### config.mk
export PLATFORM = sky130hd
export DESIGN_NAME = bae_mem
export DESIGN_NICKNAME = d
export VERILOG_FILES = /design/src/sv/bae_pkg.sv /design/src/sv/bae_mem.sv
export SDC_FILE = /design/constraint.sdc
export NUM_CORES = 2
export LEC_CHECK = 0
export BUFFER_PORTS_ARGS = -buffer_cell sky130_fd_sc_hd__buf_4
export CAP_MARGIN = 20
export CORE_ASPECT_RATIO = 0.5
export CORE_UTILIZATION = 60
export DETAILED_ROUTE_END_ITERATION = 16
export PLACE_DENSITY = 0.76
export SLEW_MARGIN = 20
export SYNTH_ARGS = -nofsm -noshare
export SYNTH_HDL_FRONTEND = slang
export SYNTH_SLANG_ARGS = --single-unit
### constraint.sdc
create_clock -name clk -period 9.7 [get_ports clk]
set_input_delay 1.94 -clock clk [delete_from_list [all_inputs] [get_ports clk]]
set_output_delay 1.94 -clock clk [all_outputs]
set_load 0.03 [all_outputs]
### src/sv/bae_pkg.sv
// ---------------------------------------------------------------------------
// Bit array engine package
// Shared constants, operation codes and types of the bit array engine.
// ---------------------------------------------------------------------------
package bae_pkg;

  localparam int MAX_BITS   = 4096;
  localparam int WORD_BITS  = 32;
  localparam int WORD_SHIFT = 5;

  localparam int MODE_W = 4;
  localparam int POS_W  = 12;
  localparam int NSIZE_W = 13;

  localparam logic [MODE_W-1:0] MODE_READ     = 4'd0;
  localparam logic [MODE_W-1:0] MODE_WRITE    = 4'd1;
  localparam logic [MODE_W-1:0] MODE_SET      = 4'd2;
  localparam logic [MODE_W-1:0] MODE_CLEAR    = 4'd3;
  localparam logic [MODE_W-1:0] MODE_FLIP     = 4'd4;
  localparam logic [MODE_W-1:0] MODE_CLR_ALL  = 4'd5;
  localparam logic [MODE_W-1:0] MODE_SET_ALL  = 4'd6;
  localparam logic [MODE_W-1:0] MODE_FLIP_ALL = 4'd7;
  localparam logic [MODE_W-1:0] MODE_RESIZE   = 4'd8;

  typedef logic [WORD_BITS-1:0] word_t;

  typedef struct packed {
    logic [MODE_W-1:0]     mode;
    logic [WORD_SHIFT-1:0] bit_sel;
    logic                  bit_value;
  } wop_t;

endpackage

### src/sv/bae_mem.sv
// ---------------------------------------------------------------------------
// Bit array word memory
// One write port and one read port with registered read data.
// ---------------------------------------------------------------------------
module bae_mem #(
  parameter int Depth = 128,
  parameter int AddrW = 7
) (
  input  logic              clk,
  input  logic              we,
  input  logic [AddrW-1:0]  waddr,
  input  bae_pkg::word_t    wdata,
  input  logic              re,
  input  logic [AddrW-1:0]  raddr,
  output bae_pkg::word_t    rdata
);

  bae_pkg::word_t mem [Depth];

  always_ff @(posedge clk) begin
    if (we) begin
      mem[waddr] <= wdata;
    end
  end

  always_ff @(posedge clk) begin
    if (re) begin
      rdata <= mem[raddr];
    end
  end

endmodule

==> results.cfg <==
[outcome]
status = complete, no violations

[setup_path]
crit_type = in -> reg
path_max_fanout = 96
critical_path_arrival_ps = 5850
critPathLaunchType = input port
crit_required_ps = 10350
crit_path_end_kind = flop
worst-path-stages = 6
critical_path.slowest_cell = buf_4
slowest_delay_ps = 890
crit_start = raddr[0]
reg2reg_from = mem[11][17]
worst_path_most_repeated_cell = mux4_2
crit_family = multiplexers
regToRegSetupSlack_ps = 6880
crit_buf_inv = 2
ff2ff_path_depth = 4
r2r-end = rdata[17]
cp_cell_sequence = buf_16, buf_4, mux4_2, mux4_2, mux4_2, mux2_2

[synth]
yosysWarnings = 0
yosysTopAreaCellShare = 0.792
netlist_instances = 5990
yosys.area.top_type = edfxtp_1
synth_area_um2 = 157000
async_flop_share = 0
yosysMostFrequentCell = edfxtp_1
synth.distinct_cells = 16
ys_top_cells_by_area = edfxtp_1 (79%), mux4_2 (19%), clkbuf_1 (0.44%), nor2_1 (0.29%), buf_2 (0.25%)
synth_edf_count = 4128
synth_common_cells = edfxtp_1 (4128), mux4_2 (1344), clkbuf_1 (182)
synth_nets = 6039
ys_seq_elements = 4128
synth_top_flop_cell = edfxtp_1
avgSynthCellArea_um2 = 26.1
ys_seq_area_frac = 0.792

[floorplan]
dieWidth_um = 724
io_pins = 81
core_area_um2 = 259000
start_util = 0.604
die_h_um = 363
dieArea_um2 = 263000
num_rows = 132

[detailed_routing]
post_drt_via_cell_ratio = 7.39
drcViolationCount = 0
wl_per_cell_um = 43.1
ant_nets = 0
first_iter_violations = 13000
drt-pass1-iter-count = 6
vias = 74600
routed_wl_um = 436000

[cells_and_area]
multi_input_comb_area_um2 = 32300
finalNonFillerCells = 10100
num-nets-final = 6367
seqCellArea_um2 = 124000
area_delta_synth_final_pct = 11.4
layout-drive-gt1-share = 0.345
fill_cells = 14600

[min_path]
hold_end = rdata[24]
hp-class = reg -> reg
min_from = mem[17][24]
hold_depth = 4

[placed_design]
gp_congestion = 0.836
io_buffers = 80
dp.cells = 9448
dp_hpwl_um = 215000

[clocking]
clock_latency_ps = 900
clk_transition_reported_paths_ps = 70
cts_tree = built
cts_made_buffers = 346
clock-sinks = 4128
clk_path_buf_depth = 4
post-cts-setup-buffer-count = 0
h-tree-depth = 5
cts-root-buf = clkbuf_16
cts_resized = 0
holdBufCountCts = 0

[global_routing]
grt-ovfl-total = 0
track_usage = 0.334
grt_max_degree = 129
grt_first_pass_wirelength_um = 598000
antenna_found_initial = 63
first_global_vias = 75600

[sta]
fmax_ghz = 0.192
setup_viol = 0
hold_viol = 0
fin_tns_setup_ps = 0
period_minus_slack_ps = 5200
tightest_slew_ps = 1250
finalClockSkew_ps = 42.7
report.final.slew_viol_count = 0
period_share = 0.536
rsz0062_at_grt = no
maxSlewHeadroom = 0.164

[job]
maxCapViolations = 0

[power]
p_per_area_nw_per_um2 = 205
leakage_nw = 53.0
peakVddDrop_uv = 152
==> cell type report <==
class                   count  share of cell area
multi-input cells        1546               0.185
clock buffers             432              0.0528
well taps                3484              0.0250
clock inverters           184              0.0107
repair buffers            296              0.0151
diodes                     30            0.000430
flip-flops and latches   4128               0.711
==> state kept, by name, indices dropped and copies added, names as in the netlist <==
register and count:
mem 4096, rdata 32
==> worst reg2reg max path: stages (launching register included) <==
cell	delay, ps
edfxtp_1	450
mux4_2	530
mux4_2	600
mux4_2	680
mux2_2	330
==> power breakdown <==
part           switching, mW  internal [mW]
registers             0.0634           19.7
clock network           6.37           7.76
logic                   1.17          0.715
total                   7.60           28.2
==> placed cells by master, fill, tap and decap left out <==
cell and instances:
buf_12 22, buf_16 5, buf_4 264, buf_6 1
buf_8 4, bufinv_16 38, clkbuf_1 75, clkbuf_16 357
clkinv_1 76, clkinv_2 51, clkinv_4 2, clkinv_8 2
clkinvlp_4 9, diode_2 30, edfxtp_1 4128, inv_16 1
inv_6 5, mux2_2 32, mux4_2 1344, nand2_1 13
nand2_2 1, nand2b_1 2, nand3_1 8, nand3_2 4
nand4_1 3, nor2_1 3, nor2_4 119, nor2b_1 7
nor3_2 9, or3_1 1
==> layer usage <==
layer  GRT usage  vias up  routed length [um]
li1            -    27000                   -
met4       0.166       40               26400
met1       0.447    39100              141000
met3       0.103     1433               66100
met5           0        -                 529
met2       0.509     6986              201000
==> metrics by stage <==
stage / utilization / power [mW] / worst slack [ps] / hold slack, ps / area (um^2)
after floorplan: - / 21.1 / 4520 / 1150 / 157000
after global placement: 0.629 / 21.9 / 3730 / 1190 / 163000
after detailed placement: 0.629 / 22.0 / 3660 / 1200 / 163000
after CTS: 0.672 / 35.8 / 4510 / 1210 / 174000
after global routing: 0.673 / 36.5 / 4360 / 1270 / 174000
final: 0.673 / 35.8 / 4500 / 1210 / 174000
==> worst max-delay path by stage <==
| stage | endpoint | slack (ps) |
|---|---|---|
| 5_1_grt | rdata[9] | 4360 |
| 6_report | rdata[9] | 4500 |
| 4_1_cts | rdata[9] | 4510 |
| 2_1_floorplan | mem[98][0] | 4520 |
| 3_5_place_dp | rdata[17] | 3660 |
| 3_3_place_gp | rdata[17] | 3730 |
==> cell families (layout without fill, tap and decap cells) <==
logic type | count (synthesis) | after routing | synth area share
flip-flops | 4128 | 4128 | 0.792
other | 0 | 30 | 0
AND/OR/NAND/NOR | 170 | 170 | 0.00445
multiplexers | 1376 | 1376 | 0.196
buffers and inverters | 316 | 912 | 0.00837
No activity file was read; power rests on OpenSTA's default activity.
