File: src/sv/bae_pkg.sv
// ---------------------------------------------------------------------------
// Bit array engine package
// Shared constants, operation codes and types of the bit array engine.
// ---------------------------------------------------------------------------
package bae_pkg;

  localparam int MAX_BITS   = 4096;
  localparam int WORD_BITS  = 32;
  localparam int WORD_SHIFT = 5;

  localparam int MODE_W = 4;
  localparam int POS_W  = 12;
  localparam int NSIZE_W = 13;

  localparam logic [MODE_W-1:0] MODE_READ     = 4'd0;
  localparam logic [MODE_W-1:0] MODE_WRITE    = 4'd1;
  localparam logic [MODE_W-1:0] MODE_SET      = 4'd2;
  localparam logic [MODE_W-1:0] MODE_CLEAR    = 4'd3;
  localparam logic [MODE_W-1:0] MODE_FLIP     = 4'd4;
  localparam logic [MODE_W-1:0] MODE_CLR_ALL  = 4'd5;
  localparam logic [MODE_W-1:0] MODE_SET_ALL  = 4'd6;
  localparam logic [MODE_W-1:0] MODE_FLIP_ALL = 4'd7;
  localparam logic [MODE_W-1:0] MODE_RESIZE   = 4'd8;

  typedef logic [WORD_BITS-1:0] word_t;

  typedef struct packed {
    logic [MODE_W-1:0]     mode;
    logic [WORD_SHIFT-1:0] bit_sel;
    logic                  bit_value;
  } wop_t;

endpackage

File: src/sv/bae_word_unit.sv
// ---------------------------------------------------------------------------
// Bit array word unit
// Shared modify logic: applies one operation to one stored word.
// ---------------------------------------------------------------------------
module bae_word_unit #(
  parameter int AddrW = 7,
  parameter int SizeW = 13
) (
  input  bae_pkg::wop_t     op,
  input  logic [AddrW-1:0]  word_idx,
  input  logic [SizeW-1:0]  limit,
  input  bae_pkg::word_t    rdata,
  output bae_pkg::word_t    wdata,
  output logic              prev_bit
);

  logic [SizeW-1:0] hi;
  logic [SizeW-1:0] idx_ext;
  bae_pkg::word_t   part;
  bae_pkg::word_t   lim_mask;
  bae_pkg::word_t   bit_mask;

  always_comb begin
    hi       = limit >> bae_pkg::WORD_SHIFT;
    idx_ext  = SizeW'(word_idx);
    part     = (bae_pkg::word_t'(1) << limit[bae_pkg::WORD_SHIFT-1:0]) - bae_pkg::word_t'(1);
    if (idx_ext < hi) begin
      lim_mask = '1;
    end else if (idx_ext == hi) begin
      lim_mask = part;
    end else begin
      lim_mask = '0;
    end
    bit_mask = bae_pkg::word_t'(1) << op.bit_sel;
    prev_bit = |(rdata & bit_mask);
    unique case (op.mode)
      bae_pkg::MODE_READ:     wdata = rdata;
      bae_pkg::MODE_WRITE:    wdata = op.bit_value ? (rdata | bit_mask) : (rdata & ~bit_mask);
      bae_pkg::MODE_SET:      wdata = rdata | bit_mask;
      bae_pkg::MODE_CLEAR:    wdata = rdata & ~bit_mask;
      bae_pkg::MODE_FLIP:     wdata = rdata ^ bit_mask;
      bae_pkg::MODE_CLR_ALL:  wdata = '0;
      bae_pkg::MODE_SET_ALL:  wdata = rdata | lim_mask;
      bae_pkg::MODE_FLIP_ALL: wdata = ~rdata & lim_mask;
      bae_pkg::MODE_RESIZE:   wdata = rdata & lim_mask;
      default:                wdata = rdata;
    endcase
  end

endmodule

File: config.mk
export PLATFORM = sky130hd
export DESIGN_NAME = bae_word_unit
export DESIGN_NICKNAME = d
export VERILOG_FILES = /design/src/sv/bae_pkg.sv /design/src/sv/bae_word_unit.sv
export SDC_FILE = /design/constraint.sdc
export NUM_CORES = 1
export LEC_CHECK = 0
export BUFFER_PORTS_ARGS = -buffer_cell sky130_fd_sc_hd__buf_2
export CAP_MARGIN = 5
export CORE_MARGIN = 1.5
export CORE_UTILIZATION = 40
export DETAILED_ROUTE_END_ITERATION = 16
export GPL_ROUTABILITY_DRIVEN = 0
export PLACE_DENSITY = 0.6
export SYNTH_ARGS = -nofsm -noshare
export SYNTH_HDL_FRONTEND = slang
export SYNTH_SLANG_ARGS = --single-unit
File: constraint.sdc
create_clock -name vclk -period 6.6
set_clock_uncertainty 0.15 [all_clocks]
set_input_delay 0 -clock vclk [all_inputs]
set_output_delay 0 -clock vclk [all_outputs]
set_load 0.02 [all_outputs]
==> results.py <==
metrics = {
    "synth": {
        "syn_inst": 726,
        "synth.top_cell.area_share_pct": 28.2,
        "synth_nets": 892,
        "synth_seq_area_share_pct": 0,
        "syn_area_sq_mm": 0.00462,
        "yosys.area.top_type": "ha_1",
        "yosys-top-cells-area": "ha_1 (28%), o21ai_0 (8.6%), nand2_1 (8.2%)",
        "yosysWarnings": 0,
        "synth_cell_types": 61,
        "syn_avg_cell_area_sq_um": 6.36,
    },
    "finish": {
        "multiInputGateArea_sq_mm": 0.00409,
        "ff_latch_area_sq_um": 0,
        "syn2layout_area_growth_pct": 10.0,
        "seq_cell_count": 0,
        "fill_cells": 1252,
        "layout-drive-gt1-share_pct": 14.9,
        "final_core_util_pct": 44.9,
        "final_nets": 944,
        "clockBufferCount": 0,
    },
    "detailed_routing": {
        "drc": 0,
        "post_drt_wl_per_cell_um": 18.4,
        "ant_nets": 0,
        "routed-via-count": 5551,
        "vias_per_cell": 6.03,
        "wl_met1_um": 7360,
        "wl_met3_um": 1270,
        "route.met2.wl_um": 7770,
        "drt-initial-drc-count": 552,
        "wl_um": 16900,
        "routed.top_layer": "met4",
        "dr.pass1.iters": 5,
    },
    "hold_path": {
        "min_path_type": "in -> out",
        "min-delay-start": "rdata[28]",
    },
    "worst_setup_path": {
        "worstPathMaxFanout": 25,
        "crit_arrival_ns": 2.79,
        "crit_start": "limit[1]",
        "crit_path_start_kind": "primary input",
        "crit_required_ns": 6.45,
        "critPathCaptureType": "primary output",
        "worstSetupPathType": "in -> out",
    },
    "global_route": {
        "grt_max_degree": 34,
        "grt_pass1_wl_um": 27000,
        "grt_usage_pct": 26.3,
        "grt_pass1_vias": 5227,
        "antenna_found_initial": 1,
        "grt_overflow": 0,
    },
    "power_and_ir_drop": {
        "p_int_uw": 105,
        "power.switching_uw": 197,
        "switching_share_pct": 65.2,
        "seqPwrFrac_pct": 0,
        "total_leakage_power_nw": 2.52,
        "peakVddDrop_mv": 0.0403,
        "clkPwrFrac_pct": 0,
        "pwr-share-comb_pct": 100.0,
        "pwr_density_cell_mw_per_mm2": 59.5,
    },
    "clocking": {
        "ctsResizeCount": 0,
        "cts_setup_buffers": 0,
        "cts_hold_buffers": 0,
    },
    "timing": {
        "maxSlewHeadroom_pct": 17.9,
        "fin_tns_setup_ns": 0,
        "slew_violations": 0,
        "period_share_pct": 44.5,
        "fmax_mhz": 340,
        "finalHoldViolations": 0,
        "worst_pin_slew_ns": 1.23,
        "setup_viol": 0,
        "period_minus_slack_ns": 2.94,
        "grt_setup_unrepaired": "no",
    },
    "floorplan": {
        "initial_utilization_pct": 40.8,
        "coreArea_sq_mm": 0.0113,
        "fp.dieW_um": 110,
        "die-height_um": 110,
        "dieArea_sq_mm": 0.0122,
        "rows": 39,
        "io_pins": 95,
    },
    "outcome": {
        "status": "completed",
    },
    "job": {
        "cap_violations": 0,
    },
    "placement": {
        "place_hpwl_um": 12300,
        "io_buffers": 95,
    },
}
-- power groups by stage --
stage / clock (mW) / sequential, mW / combinational [mW]
2_1_floorplan: 0 / 0 / 0.195
3_3_place_gp: 0 / 0 / 0.291
3_5_place_dp: 0 / 0 / 0.297
4_1_cts: 0 / 0 / 0.299
5_1_grt: 0 / 0 / 0.333
6_report: 0.0000000202 / 0 / 0.302
-- area by class of cell --
type / instances / share of cell area [%]
diodes: 1 / 0.0492
inverters: 80 / 5.91
multi-input cells: 596 / 80.4
well taps: 143 / 3.52
repair buffers: 100 / 10.1
-- Yosys cell counts, drive strengths merged (5+ instances only) --
cell	number
a21o	7
a21oi	56
a221oi	22
a22oi	8
a31oi	5
and2	5
buf	32
clkbuf	18
ha	104
inv	80
nand2	102
nand2b	5
nand3	7
nor2	46
nor2b	7
nor3	13
nor3b	6
nor4	11
o2111ai	6
o211ai	22
o21ai	80
o22ai	31
or2	5
-- final timing paths --
| kind | endpoint | slack (ns) | depth (start not counted) |
|---|---|---|---|
| setup / recovery | wdata[6] | 3.66 | 11 |
| hold / removal | wdata[28] | 0.27 | 4 |
-- cell families after synthesis --
family                   after synthesis  share of synthesized area (%)
buffers and inverters                130                           11.8
AND/OR/NAND/NOR                      227                           23.9
adder cells (fa/ha/maj)              104                           28.2
XOR/XNOR                               3                          0.569
AO/OA/AOI/OAI                        262                           35.6
-- cell usage in the layout, fill, tap and decap left out, types with 10 or more instances in the layout --
cell type	synthesis	layout
ha_1	104	104
o211ai_1	22	22
nand2_1	101	101
o21ai_0	79	79
a221oi_1	22	22
nor3_1	10	10
nor4_1	11	11
nor2_1	44	43
o22ai_1	31	31
a21oi_1	56	56
inv_1	80	80
buf_2	27	95
-- per-stage QoR --
step | cell area [sq um] | power (mW) | std cells | worst slack (ns) | hold WS, ns
global placement | 5080 | 0.291 | 919 | 3.82 | 0.278
finish | 5080 | 0.302 | 920 | 3.66 | 0.275
detailed placement | 5080 | 0.297 | 919 | 3.74 | 0.271
global route | 5080 | 0.333 | 919 | 3.46 | 0.303
floorplan | 4620 | 0.195 | 726 | 4.36 | 0.0183
CTS | 5080 | 0.299 | 919 | 3.72 | 0.270
-- routing by layer --
metal  track usage, %  vias up
met4             7.86        0
met5                0        -
met3             3.84       39
met1             35.1     2583
li1                 -     2700
met2             43.7      229
-- critical path: stages --
cell	delay [ns]
buf_2	0.23
nor3_1	0.51
nand2_1	0.12
ha_1	0.46
or4_1	0.64
a21oi_1	0.15
a21oi_1	0.05
nor2_1	0.21
o22ai_1	0.13
o211ai_1	0.10
buf_2	0.19
Note: power is estimated with default switching activity, not from simulation.
